File: src/sv/pts_pkg.sv
// shared constants, codes and types of the periodic task table scheduler
`default_nettype none

package pts_pkg;

  localparam int unsigned MAX_TASKS_DEF = 16;
  localparam int unsigned RESULT_LIMIT  = 16;
  localparam int unsigned NDUE_W        = $clog2(RESULT_LIMIT + 1);

  localparam int unsigned OP_W    = 3;
  localparam int unsigned TIME_W  = 32;
  localparam int unsigned ID_W    = 6;
  localparam int unsigned STAT_W  = 2;
  localparam int unsigned TOTAL_W = 48;
  localparam int unsigned SHARE_W = 10;
  localparam int unsigned QUOT_W  = 11;
  localparam int unsigned NUM_W   = TOTAL_W + QUOT_W - 1;

  localparam logic [TOTAL_W-1:0] TOTAL_MAX   = {TOTAL_W{1'b1}};
  localparam logic [SHARE_W-1:0] SHARE_SCALE = SHARE_W'(1000);

  localparam logic [OP_W-1:0] OP_REGISTER   = 3'd0;
  localparam logic [OP_W-1:0] OP_SET_ENABLE = 3'd1;
  localparam logic [OP_W-1:0] OP_TICK       = 3'd2;
  localparam logic [OP_W-1:0] OP_CHARGE     = 3'd3;
  localparam logic [OP_W-1:0] OP_QUERY      = 3'd4;

  localparam logic [STAT_W-1:0] STAT_OK     = 2'd0;
  localparam logic [STAT_W-1:0] STAT_REJECT = 2'd1;
  localparam logic [STAT_W-1:0] STAT_BAD_ID = 2'd2;

  typedef enum logic [2:0] {
    ST_IDLE,
    ST_READ,
    ST_EXEC,
    ST_DIV,
    ST_NEXT,
    ST_FIN,
    ST_EMIT
  } state_t;

  typedef struct packed {
    logic               per_we;
    logic               last_we;
    logic               rt_we;
    logic               en_we;
    logic [TIME_W-1:0]  per;
    logic [TIME_W-1:0]  last;
    logic [TOTAL_W-1:0] rt;
    logic               en;
  } mem_wr_t;

  typedef struct packed {
    logic [TIME_W-1:0]  per;
    logic [TIME_W-1:0]  last;
    logic [TOTAL_W-1:0] rt;
    logic               en;
  } mem_rd_t;

  typedef struct packed {
    logic busy;
    logic done;
  } div_st_t;

endpackage

`default_nettype wire

File: src/sv/pts_if.sv
// request and response channel interfaces of the scheduler
`default_nettype none

interface pts_req_if import pts_pkg::*; ();
  logic              valid;
  logic              ready;
  logic [OP_W-1:0]   op;
  logic [TIME_W-1:0] now_ms;
  logic [TIME_W-1:0] period_ms;
  logic              handler_present;
  logic [ID_W-1:0]   slot;
  logic              enable_flag;
  logic [TIME_W-1:0] elapsed_us;

  modport source (
    output valid, op, now_ms, period_ms, handler_present, slot, enable_flag, elapsed_us,
    input  ready
  );
  modport sink (
    input  valid, op, now_ms, period_ms, handler_present, slot, enable_flag, elapsed_us,
    output ready
  );
endinterface

interface pts_rsp_if import pts_pkg::*; ();
  logic               valid;
  logic               ready;
  logic [STAT_W-1:0]  status;
  logic [ID_W-1:0]    task_id;
  logic               due;
  logic               last;
  logic               task_enabled;
  logic [TIME_W-1:0]  task_period_ms;
  logic [TOTAL_W-1:0] run_total_us;
  logic [SHARE_W-1:0] share_x10;

  modport source (
    output valid, status, task_id, due, last, task_enabled, task_period_ms,
           run_total_us, share_x10,
    input  ready
  );
  modport sink (
    input  valid, status, task_id, due, last, task_enabled, task_period_ms,
           run_total_us, share_x10,
    output ready
  );
endinterface

`default_nettype wire

File: src/sv/periodic_task_table_scheduler.sv
// top level of the periodic task table scheduler
`default_nettype none

// Takes one request at a time and is not ready until that request's results
// are all handed to the response register. Register, set enable and charge
// pass through accept, table read, execute and response load. A query adds
// the share divider, eleven quotient steps and a hand-over of the quotient. A
// tick reads the table one task at a time through its single port: each
// scanned task passes through table read, execute and scan-next states, a due
// task held from before is pushed out through the emit state, and the scan
// ends with the finish and emit states. A response waiting on a stalled sink
// holds the block only when the next response must be loaded.
module periodic_task_table_scheduler import pts_pkg::*; #(
  parameter int unsigned MAX_TASKS = MAX_TASKS_DEF
) (
  input  logic clk,
  input  logic rst,
  pts_req_if.sink   req,
  pts_rsp_if.source rsp
);

  localparam int unsigned IW = (MAX_TASKS > 1) ? $clog2(MAX_TASKS) : 1;
  localparam int unsigned CW = $clog2(MAX_TASKS + 1);
  localparam logic [CW-1:0] COUNT_FULL = CW'(MAX_TASKS);

  function automatic logic [TOTAL_W-1:0] sat_add(input logic [TOTAL_W-1:0] a,
                                                 input logic [TIME_W-1:0]  b);
    logic [TOTAL_W:0] s;
    s = {1'b0, a} + (TOTAL_W + 1)'(b);
    return s[TOTAL_W] ? TOTAL_MAX : s[TOTAL_W-1:0];
  endfunction

  state_t state, state_next;

  logic [OP_W-1:0]   op_q;
  logic [TIME_W-1:0] now_q;
  logic [TIME_W-1:0] per_q;
  logic              handler_q;
  logic [ID_W-1:0]   slot_q;
  logic              en_q;
  logic [TIME_W-1:0] el_q;
  logic              slot_ok;

  logic [IW-1:0]      idx;
  logic [CW-1:0]      entry_count;
  logic [TOTAL_W-1:0] grand;
  logic [NDUE_W-1:0]  n_due;
  logic               pend_valid;
  logic [IW-1:0]      pend_id;

  logic [STAT_W-1:0]  r_status;
  logic [ID_W-1:0]    r_id;
  logic               r_due;
  logic               r_last;
  logic               r_en;
  logic [TIME_W-1:0]  r_per;
  logic [TOTAL_W-1:0] r_tot;
  logic [SHARE_W-1:0] r_share;

  logic               out_valid;
  logic [STAT_W-1:0]  o_status;
  logic [ID_W-1:0]    o_id;
  logic               o_due;
  logic               o_last;
  logic               o_en;
  logic [TIME_W-1:0]  o_per;
  logic [TOTAL_W-1:0] o_tot;
  logic [SHARE_W-1:0] o_share;

  logic acc;
  logic out_free;
  logic load_out;
  logic op_known;
  logic reg_ok;
  logic tick_due;
  logic scan_end;
  logic acc_slot_ok;

  logic [ID_W:0] slot_ext;
  logic [ID_W:0] count_ext;
  logic [CW-1:0] idx_inc;

  mem_wr_t            wr;
  mem_rd_t            rd;
  div_st_t            div_st;
  logic               div_start;
  logic [NUM_W-1:0]   div_num;
  logic [TOTAL_W-1:0] div_den;
  logic [QUOT_W-1:0]  div_quot;

  pts_mem #(
    .MAX_TASKS (MAX_TASKS),
    .IW        (IW)
  ) u_mem (
    .clk  (clk),
    .rst  (rst),
    .addr (idx),
    .wr   (wr),
    .rd   (rd)
  );

  pts_div u_div (
    .clk   (clk),
    .rst   (rst),
    .start (div_start),
    .num   (div_num),
    .den   (div_den),
    .st    (div_st),
    .quot  (div_quot)
  );

  assign req.ready   = (state == ST_IDLE);
  assign acc         = req.valid && (state == ST_IDLE);
  assign out_free    = !out_valid || rsp.ready;
  assign op_known    = req.op <= OP_QUERY;
  assign slot_ext    = {1'b0, req.slot};
  assign count_ext   = (ID_W + 1)'(entry_count);
  assign acc_slot_ok = slot_ext < count_ext;
  assign reg_ok      = (entry_count < COUNT_FULL) && handler_q;
  assign tick_due    = rd.en && ((now_q - rd.last) >= rd.per);
  assign idx_inc     = CW'(idx) + CW'(1);
  assign scan_end    = (idx_inc == entry_count) || (n_due == NDUE_W'(RESULT_LIMIT));

  // total * 1000 as shift and subtract
  assign div_num = (NUM_W'(rd.rt) << 10) - (NUM_W'(rd.rt) << 4) - (NUM_W'(rd.rt) << 3);
  assign div_den = (grand == '0) ? TOTAL_W'(1) : grand;

  always_ff @(posedge clk) begin
    if (rst) begin
      state <= ST_IDLE;
    end else begin
      state <= state_next;
    end
  end

  always_comb begin
    state_next = state;
    wr         = '0;
    div_start  = 1'b0;
    load_out   = 1'b0;
    unique case (state)
      ST_IDLE: begin
        if (acc && op_known) begin
          if (req.op == OP_TICK && entry_count == '0) begin
            state_next = ST_FIN;
          end else begin
            state_next = ST_READ;
          end
        end
      end
      ST_READ: begin
        state_next = ST_EXEC;
      end
      ST_EXEC: begin
        state_next = ST_EMIT;
        case (op_q)
          OP_REGISTER: begin
            if (reg_ok) begin
              wr.per_we  = 1'b1;
              wr.last_we = 1'b1;
              wr.en_we   = 1'b1;
              wr.per     = (per_q == '0) ? TIME_W'(1) : per_q;
              wr.last    = '0;
              wr.en      = 1'b1;
            end
          end
          OP_SET_ENABLE: begin
            if (slot_ok) begin
              wr.en_we = 1'b1;
              wr.en    = en_q;
            end
          end
          OP_CHARGE: begin
            if (slot_ok) begin
              wr.rt_we = 1'b1;
              wr.rt    = sat_add(rd.rt, el_q);
            end
          end
          OP_QUERY: begin
            if (slot_ok) begin
              div_start  = 1'b1;
              state_next = ST_DIV;
            end
          end
          OP_TICK: begin
            state_next = ST_NEXT;
            if (tick_due) begin
              wr.last_we = 1'b1;
              wr.last    = now_q;
              if (pend_valid) begin
                state_next = ST_EMIT;
              end
            end
          end
          default: begin
            state_next = ST_IDLE;
          end
        endcase
      end
      ST_DIV: begin
        if (div_st.done) begin
          state_next = ST_EMIT;
        end
      end
      ST_NEXT: begin
        state_next = scan_end ? ST_FIN : ST_READ;
      end
      ST_FIN: begin
        state_next = ST_EMIT;
      end
      ST_EMIT: begin
        if (out_free) begin
          load_out   = 1'b1;
          state_next = r_last ? ST_IDLE : ST_NEXT;
        end
      end
      default: begin
        state_next = ST_IDLE;
      end
    endcase
  end

  // control state
  always_ff @(posedge clk) begin
    if (rst) begin
      entry_count <= '0;
      grand       <= '0;
      n_due       <= '0;
      pend_valid  <= 1'b0;
      out_valid   <= 1'b0;
    end else begin
      if (acc) begin
        n_due      <= '0;
        pend_valid <= 1'b0;
      end
      if (state == ST_EXEC) begin
        if (op_q == OP_REGISTER && reg_ok) begin
          entry_count <= entry_count + CW'(1);
        end
        if (op_q == OP_CHARGE && slot_ok) begin
          grand <= sat_add(grand, el_q);
        end
        if (op_q == OP_TICK && tick_due) begin
          n_due      <= n_due + NDUE_W'(1);
          pend_valid <= 1'b1;
        end
      end
      if (load_out) begin
        out_valid <= 1'b1;
      end else if (rsp.ready) begin
        out_valid <= 1'b0;
      end
    end
  end

  // request fields, scan index and staged response
  always_ff @(posedge clk) begin
    if (acc) begin
      op_q      <= req.op;
      now_q     <= req.now_ms;
      per_q     <= req.period_ms;
      handler_q <= req.handler_present;
      slot_q    <= req.slot;
      en_q      <= req.enable_flag;
      el_q      <= req.elapsed_us;
      slot_ok   <= acc_slot_ok;
      if (req.op == OP_TICK) begin
        idx <= '0;
      end else if (req.op == OP_REGISTER) begin
        idx <= (entry_count < COUNT_FULL) ? entry_count[IW-1:0] : '0;
      end else begin
        idx <= acc_slot_ok ? req.slot[IW-1:0] : '0;
      end
      r_status <= STAT_OK;
      r_id     <= '0;
      r_due    <= 1'b0;
      r_last   <= 1'b1;
      r_en     <= 1'b0;
      r_per    <= '0;
      r_tot    <= '0;
      r_share  <= '0;
    end
    if (state == ST_EXEC) begin
      case (op_q) inside
        OP_REGISTER: begin
          if (reg_ok) begin
            r_id <= ID_W'(idx);
          end else begin
            r_status <= STAT_REJECT;
          end
        end
        OP_SET_ENABLE, OP_CHARGE, OP_QUERY: begin
          r_id     <= slot_q;
          r_status <= slot_ok ? STAT_OK : STAT_BAD_ID;
          if (op_q == OP_QUERY && slot_ok) begin
            r_en  <= rd.en;
            r_per <= rd.per;
            r_tot <= rd.rt;
          end
        end
        OP_TICK: begin
          if (tick_due) begin
            pend_id <= idx;
            if (pend_valid) begin
              r_status <= STAT_OK;
              r_id     <= ID_W'(pend_id);
              r_due    <= 1'b1;
              r_last   <= 1'b0;
            end
          end
        end
        default: begin
        end
      endcase
    end
    if (state == ST_DIV && div_st.done) begin
      r_share <= (div_quot > QUOT_W'(SHARE_SCALE)) ? SHARE_SCALE : div_quot[SHARE_W-1:0];
    end
    if (state == ST_NEXT && !scan_end) begin
      idx <= idx_inc[IW-1:0];
    end
    if (state == ST_FIN) begin
      r_status <= STAT_OK;
      r_last   <= 1'b1;
      r_due    <= pend_valid;
      r_id     <= pend_valid ? ID_W'(pend_id) : '0;
    end
    if (load_out) begin
      o_status <= r_status;
      o_id     <= r_id;
      o_due    <= r_due;
      o_last   <= r_last;
      o_en     <= r_en;
      o_per    <= r_per;
      o_tot    <= r_tot;
      o_share  <= r_share;
    end
  end

  assign rsp.valid          = out_valid;
  assign rsp.status         = o_status;
  assign rsp.task_id        = o_id;
  assign rsp.due            = o_due;
  assign rsp.last           = o_last;
  assign rsp.task_enabled   = o_en;
  assign rsp.task_period_ms = o_per;
  assign rsp.run_total_us   = o_tot;
  assign rsp.share_x10      = o_share;

  a_count_bound: assert property (@(posedge clk) disable iff (rst)
    entry_count <= COUNT_FULL)
    else $error("task count beyond table size");

  a_div_running: assert property (@(posedge clk) disable iff (rst)
    state == ST_DIV |-> div_st.busy || div_st.done)
    else $error("waiting on an idle divider");

  a_tick_continues: assert property (@(posedge clk) disable iff (rst)
    load_out && !r_last |=> state == ST_NEXT)
    else $error("scan did not resume after a non-final tick response");

  a_due_limit: assert property (@(posedge clk) disable iff (rst)
    n_due <= NDUE_W'(RESULT_LIMIT))
    else $error("too many due responses for one tick");

endmodule

`default_nettype wire

File: src/sv/pts_mem.sv
// task table storage with one shared address and registered read data
`default_nettype none

module pts_mem import pts_pkg::*; #(
  parameter int unsigned MAX_TASKS = MAX_TASKS_DEF,
  parameter int unsigned IW        = (MAX_TASKS > 1) ? $clog2(MAX_TASKS) : 1
) (
  input  logic          clk,
  input  logic          rst,
  input  logic [IW-1:0] addr,
  input  mem_wr_t       wr,
  output mem_rd_t       rd
);

  logic [TIME_W-1:0]  period_mem [MAX_TASKS];
  logic [TIME_W-1:0]  last_mem   [MAX_TASKS];
  logic [TOTAL_W-1:0] rt_mem     [MAX_TASKS];
  logic [MAX_TASKS-1:0] en_bits;
  logic [MAX_TASKS-1:0] rt_ok;

  logic [TIME_W-1:0]  per_q;
  logic [TIME_W-1:0]  last_q;
  logic [TOTAL_W-1:0] rt_q;
  logic               rt_ok_q;
  logic               en_q;

  always_ff @(posedge clk) begin
    if (wr.per_we) begin
      period_mem[addr] <= wr.per;
    end
    if (wr.last_we) begin
      last_mem[addr] <= wr.last;
    end
    if (wr.rt_we) begin
      rt_mem[addr] <= wr.rt;
    end
    per_q  <= period_mem[addr];
    last_q <= last_mem[addr];
    rt_q   <= rt_mem[addr];
  end

  // run-time entries read as zero until first charged
  always_ff @(posedge clk) begin
    if (rst) begin
      en_bits <= '0;
      rt_ok   <= '0;
      rt_ok_q <= 1'b0;
      en_q    <= 1'b0;
    end else begin
      if (wr.en_we) begin
        en_bits[addr] <= wr.en;
      end
      if (wr.rt_we) begin
        rt_ok[addr] <= 1'b1;
      end
      rt_ok_q <= rt_ok[addr];
      en_q    <= en_bits[addr];
    end
  end

  always_comb begin
    rd.per  = per_q;
    rd.last = last_q;
    rd.rt   = rt_ok_q ? rt_q : '0;
    rd.en   = en_q;
  end

endmodule

`default_nettype wire

File: src/sv/pts_div.sv
// restoring divider, one quotient bit per cycle
`default_nettype none

module pts_div import pts_pkg::*; (
  input  logic               clk,
  input  logic               rst,
  input  logic               start,
  input  logic [NUM_W-1:0]   num,
  input  logic [TOTAL_W-1:0] den,
  output div_st_t            st,
  output logic [QUOT_W-1:0]  quot
);

  localparam int unsigned CNT_W = $clog2(QUOT_W + 1);

  logic [NUM_W-1:0] rem;
  logic [NUM_W-1:0] dsh;
  logic [CNT_W-1:0] cnt;
  logic             busy;
  logic             done;
  logic             fits;

  assign fits = rem >= dsh;

  always_ff @(posedge clk) begin
    if (start) begin
      rem  <= num;
      dsh  <= NUM_W'(den) << (QUOT_W - 1);
      quot <= '0;
    end else if (busy) begin
      if (fits) begin
        rem <= rem - dsh;
      end
      dsh  <= dsh >> 1;
      quot <= {quot[QUOT_W-2:0], fits};
    end
  end

  always_ff @(posedge clk) begin
    if (rst) begin
      busy <= 1'b0;
      done <= 1'b0;
      cnt  <= '0;
    end else begin
      done <= busy && !start && (cnt == CNT_W'(1));
      if (start) begin
        busy <= 1'b1;
        cnt  <= CNT_W'(QUOT_W);
      end else if (busy) begin
        cnt <= cnt - CNT_W'(1);
        if (cnt == CNT_W'(1)) begin
          busy <= 1'b0;
        end
      end
    end
  end

  assign st.busy = busy;
  assign st.done = done;

endmodule

`default_nettype wire

File: src/flat_wrapper.sv
// flat-port wrapper written by rule: the top's interface ports become plain ports
module periodic_task_table_scheduler_flat import pts_pkg::*;
#(
  parameter int unsigned MAX_TASKS = MAX_TASKS_DEF
)
  (clk, rst, req_valid, req_op, req_now_ms, req_period_ms, req_handler_present, req_slot, req_enable_flag, req_elapsed_us, req_ready, rsp_valid, rsp_status, rsp_task_id, rsp_due, rsp_last, rsp_task_enabled, rsp_task_period_ms, rsp_run_total_us, rsp_share_x10, rsp_ready);
  pts_req_if req_i ();
  pts_rsp_if rsp_i ();
  input  logic clk;
  input  logic rst;
  input wire logic [$bits(req_i.valid)-1:0] req_valid;
  input wire logic [$bits(req_i.op)-1:0] req_op;
  input wire logic [$bits(req_i.now_ms)-1:0] req_now_ms;
  input wire logic [$bits(req_i.period_ms)-1:0] req_period_ms;
  input wire logic [$bits(req_i.handler_present)-1:0] req_handler_present;
  input wire logic [$bits(req_i.slot)-1:0] req_slot;
  input wire logic [$bits(req_i.enable_flag)-1:0] req_enable_flag;
  input wire logic [$bits(req_i.elapsed_us)-1:0] req_elapsed_us;
  output wire logic [$bits(req_i.ready)-1:0] req_ready;
  output wire logic [$bits(rsp_i.valid)-1:0] rsp_valid;
  output wire logic [$bits(rsp_i.status)-1:0] rsp_status;
  output wire logic [$bits(rsp_i.task_id)-1:0] rsp_task_id;
  output wire logic [$bits(rsp_i.due)-1:0] rsp_due;
  output wire logic [$bits(rsp_i.last)-1:0] rsp_last;
  output wire logic [$bits(rsp_i.task_enabled)-1:0] rsp_task_enabled;
  output wire logic [$bits(rsp_i.task_period_ms)-1:0] rsp_task_period_ms;
  output wire logic [$bits(rsp_i.run_total_us)-1:0] rsp_run_total_us;
  output wire logic [$bits(rsp_i.share_x10)-1:0] rsp_share_x10;
  input wire logic [$bits(rsp_i.ready)-1:0] rsp_ready;
  assign req_i.valid = req_valid;
  assign req_i.op = req_op;
  assign req_i.now_ms = req_now_ms;
  assign req_i.period_ms = req_period_ms;
  assign req_i.handler_present = req_handler_present;
  assign req_i.slot = req_slot;
  assign req_i.enable_flag = req_enable_flag;
  assign req_i.elapsed_us = req_elapsed_us;
  assign req_ready = req_i.ready;
  assign rsp_valid = rsp_i.valid;
  assign rsp_status = rsp_i.status;
  assign rsp_task_id = rsp_i.task_id;
  assign rsp_due = rsp_i.due;
  assign rsp_last = rsp_i.last;
  assign rsp_task_enabled = rsp_i.task_enabled;
  assign rsp_task_period_ms = rsp_i.task_period_ms;
  assign rsp_run_total_us = rsp_i.run_total_us;
  assign rsp_share_x10 = rsp_i.share_x10;
  assign rsp_i.ready = rsp_ready;
  periodic_task_table_scheduler #(.MAX_TASKS(MAX_TASKS)) u_core (.clk(clk), .rst(rst), .req(req_i), .rsp(rsp_i));
endmodule
File: config.mk
export PLATFORM = sky130hd
export DESIGN_NAME = periodic_task_table_scheduler_flat
export DESIGN_NICKNAME = d
export VERILOG_FILES = /design/src/sv/pts_pkg.sv /design/src/sv/pts_if.sv /design/src/sv/periodic_task_table_scheduler.sv /design/src/sv/pts_mem.sv /design/src/sv/pts_div.sv /design/src/flat_wrapper.sv
export SDC_FILE = /design/constraint.sdc
export NUM_CORES = 2
export LEC_CHECK = 0
export ABC_AREA = 1
export BUFFER_PORTS_ARGS = -buffer_cell sky130_fd_sc_hd__buf_4
export CORE_ASPECT_RATIO = 0.9
export CORE_UTILIZATION = 45
export DETAILED_ROUTE_END_ITERATION = 7
export PLACE_DENSITY = 0.62
export SLEW_MARGIN = 20
export SYNTH_ARGS = -nofsm -noshare
export SYNTH_HDL_FRONTEND = slang
export SYNTH_HIERARCHICAL = 1
export SYNTH_SLANG_ARGS = --single-unit
File: constraint.sdc
create_clock -name clk -period 14.3 [get_ports clk]
set_input_delay 1.43 -clock clk [delete_from_list [all_inputs] [get_ports clk]]
set_output_delay 1.43 -clock clk [all_outputs]
set_load 0.005 [all_outputs]
Word-level counts from Yosys, hierarchy flattened
Memory sizes are Yosys's and may differ from the RTL's. A register that Yosys moved wholly into a read port is not among the register bits. Cells that the tools add are included.

Bits in registers: 548. Bits in writable memories: 1792. Input bits: 111. Output and inout port bits: 103. Logic and storage cells: 249. Memories: 3.

Add/sub/neg operators: 10. $lt $le $gt $ge: 8. Eq/ne operators: 17. Multiplexer cells: 126. Bitwise gates (word level): 3. Reductions and logical operators: 38.

Memory list: u_core.u_mem.rt_mem (words 16, bits a word 48, read ports 1, clocked after memory_dff 1, wr ports 1, line pts_mem.sv:17) `logic [TOTAL_W-1:0] rt_mem [MAX_TASKS];`; u_core.u_mem.last_mem (words 16, bits a word 32, read ports 1, clocked after memory_dff 1, wr ports 1, line pts_mem.sv:16) `logic [TIME_W-1:0] last_mem [MAX_TASKS];`; u_core.u_mem.period_mem (words 16, bits a word 32, read ports 1, clocked after memory_dff 1, wr ports 1, line pts_mem.sv:15) `logic [TIME_W-1:0] period_mem [MAX_TASKS];`.

Operator list (count): 2-to-1 mux 48 bit (11); 2-to-1 mux 58 bit (5); 2-to-1 mux 32 bit (8); 2-to-1 mux 117 bit (1); adder 48 x 32 -> 49 bit (2); 2-to-1 mux 65 bit (1); case mux 32 bit (2 select lines) (1); >= comparator 58 bit (1); subtractor 58 x 51 -> 58 bit (1); subtractor 58 x 52 -> 58 bit (1); subtractor 58 bit (1); 2-to-1 mux 6 bit (9); zero test 48 bit (1); 2-to-1 mux 1 bit (47); 2-to-1 mux 4 bit (9); >= comparator 32 bit (1); zero test 32 bit (1); subtractor 32 bit (1); 2-to-1 mux 10 bit (3); 2-to-1 mux 3 bit (8); 2-to-1 mux 2 bit (11); case mux 3 bit (7 select lines) (1); bitwise mux 16 bit (1); bitwise OR 16 bit (1); 34 further kinds (75).

Logic depth before layout (Yosys ltp)
Word-level depth: 10. Gate-level depth with buffers: 30. Gate-level depth less buffers: 29.

By module
Netlist, hierarchy kept.

By module, submodules not included: pts_mem (instances 1, cells each 5985, area each 73515.5 µm², sequential area each 56734.4 µm²); periodic_task_table_scheduler (instances 1, cells each 3561, area each 27086.0 µm², sequential area each 9899.5 µm²); pts_div (instances 1, cells each 1687, area each 10775.3 µm², sequential area each 3723.6 µm²).

Least setup slack after synthesis
OpenSTA, ideal clock, no wires.

Path kind: input to register. Start point: input port rsp_ready. End point: register u_core.o_due, in the netlist u_core/rsp.due (enable). Library setup time: 0.562 ns. Data arrival time: 5.665 ns. Required time: 13.738 ns. Path slack: 8.073 ns. Stages on the path: 2. Buffers on the path: 0. Path through: nor2_1 > nor2_1.

Longest elaborated chain between the ends: 3.

RTL lines: start: declaration (line flat_wrapper.sv:29) `input wire logic [$bits(rsp_i.ready)-1:0] rsp_ready;`; logical OR 1 bit (line periodic_task_table_scheduler.sv:114) `assign out_free = !out_valid || rsp.ready;`; 2-to-1 mux 1 bit (line periodic_task_table_scheduler.sv:212) `if (out_free) begin`; 2-to-1 mux 1 bit (line periodic_task_table_scheduler.sv:141) `unique case (state)`; via u_core.load_out (line periodic_task_table_scheduler.sv:72) `logic load_out;`; end signal: assignment (line periodic_task_table_scheduler.sv:331) `o_due <= r_due;`; end: declaration (line periodic_task_table_scheduler.sv:63) `logic o_due;`.

The timed path passes the listed nets, and every way through them passes these cells. A chain may end at the register's enable or synchronous reset.

==> run metrics <==
via count 82200; vias in the first global route 77300; fin crit share 0.450; Detailed Route Iter0 Violations 9609; FF+latch area 70400 µm²; CP Launch Type flip-flop; Syn-to-layout area delta 12.1%; fmax 156 MHz; sequential power share 0.440; sum of negative setup slack 0 ns; first-pass GRT wire length 525000 µm; final core occ 0.509; die area 249000 µm²; Slew headroom 0.217; Worst setup EP type flip-flop; Rows 172; Core Area 245000 µm²; Cell Pwr Density 148 nW/µm²; 1st-pass router iterations 5; DRC violations left 0; CP Data Required Time 14.76 ns; max incr delay on CP 0.59 ns; gr usage total 0.286; P_sw 5.55 mW; wire per inst 24.6 µm; cell total after placement 14300; crit-path max FO 40; most frequent cells in the layout nand2_1 (4136), edfxtp_1 (2125), inv_1 (992); CP arrival 6.90 ns; Synth Warn # 6; synthesized area 111000 µm²; vias per cell 5.55; endpoints failing hold 0; Hold Path Stages 0; CTS tree done; Max VDD drop 0.000104 V; Post-CTS Setup Bufs 0; P_int 12.9 mW; Multi-input gate area 35400 µm²; max_cap viols 0; height of the die 474 µm; Max stage delay cell, worst path buf_4; clk buf depth 4; TritonCTS Buffers 266; dpl ws 7.95 ns; Mapped Cells 11200; share of cells above drive strength 1 0.0765; Slew @ Worst Pin 1.18 ns; HPWL after detailed placement 228000 µm; grt total ovfl 0; min cycle time layout 6.43 ns; slack of the worst reg-to-reg path 7.87 ns; Pins Over Slew Limit 0; clock sinks 2452; Post-Layout Cell Count 14800; Initial Utilization 0.454; most common cell after layout, fill and taps aside nand2_1; Gate power share 0.189; Layout Nets 11800; Clock transition at path regs 0.06 ns; PortBufs 213; final WL 364000 µm; die span in x 526 µm; leakage power 47.9 nW; Hold Buf Count CTS 0; Top Ports 214; CTS H-tree depth 5; filler cell count 21800; cts repair resizes 0; initial antenna violation count 23; worst reg2reg path depth 29; CP dominant cell by count nand2_1; Root Buffer clkbuf_16; Clock Power Share 0.370; Final Wtd Congestion 1.00; # setup viols final 0; status completed; kind of critical path reg2reg; Routed Antenna Nets 0; Avg Cell Area, Syn 9.92 µm²; HP Class reg2reg; PnR worst setup slack 7.87 ns; worst skew pair latency 0.88 ns; RSZ-0062 raised after global routing false; sw frac 0.301; Worst Skew 0.0686 ns; largest net degree at the start of global routing 169
sequential cells by signal, indices dropped and copies added, names as in the netlist, 48 cells and up:
| register | flops |
|---|---|
| u_core/u_div/rem | 58 |
| u_core/u_div/dsh | 58 |
| u_core/rsp.run_total_us | 48 |
| u_core/u_mem/rt_q | 48 |
| u_core/u_mem/period_mem | 512 |
| u_core/r_tot | 48 |
| u_core/u_mem/rt_mem | 768 |
| u_core/u_mem/last_mem | 512 |
| u_core/grand | 48 |
power by group through the flow:
| stage | combinational (mW) | clock [mW] | sequential, mW |
|---|---|---|---|
| 3_5_place_dp | 3.45 | 0 | 8.27 |
| 5_1_grt | 3.87 | 7.20 | 8.14 |
| 2_1_floorplan | 2.23 | 0 | 8.16 |
| 6_report | 3.50 | 6.84 | 8.13 |
| 4_1_cts | 3.47 | 6.93 | 8.12 |
| 3_3_place_gp | 3.43 | 0 | 8.26 |
final cells by class:
type,instances,area share
diodes,7,0.000140
clock buffers,354,0.0584
clock inverters,120,0.0104
inverters,1044,0.0319
multi-input cells,7293,0.283
flip-flops and latches,2452,0.564
well taps,3219,0.0323
repair buffers,317,0.0199
routing by layer:
layer  part of all wire  GRT usage  wire length (µm)  up-vias
met3              0.094     0.0483             34100      570
li1                   -          -                 -    37900
met5            0.00012          0                45        -
met1               0.44      0.418            158000    39900
met4              0.028     0.0822             10200        8
met2               0.44      0.438            161000     3808
worst paths after layout:
kind                          start                       endpoint
setup reg to reg    u_core/now_q[0]  u_core/u_mem/last_mem[15][16]
hold reg to reg   u_core/r_share[4]        u_core/rsp.share_x10[4]
hold / removal    u_core/r_share[4]        u_core/rsp.share_x10[4]
setup / recovery    u_core/now_q[0]  u_core/u_mem/last_mem[15][16]
worst max-delay path, delay by kind of cell (launching register included):
family,cells,cell delay [ns]
adder cells (fa/ha/maj),3,0.83
buffers and inverters,7,1.41
XOR/XNOR,1,0.16
AO/OA/AOI/OAI,4,1.16
flip-flops,1,0.35
AND/OR/NAND/NOR,14,2.04
through the flow:
stage,hold WS [ns],power [mW],area [µm²]
floorplan,0.400,10.4,111000
global placement,0.402,11.7,116000
detailed placement,0.408,11.7,116000
CTS,0.426,18.5,125000
global route,0.432,19.2,125000
finish,0.423,18.5,125000
Note: power is estimated with default switching activity, not from simulation.
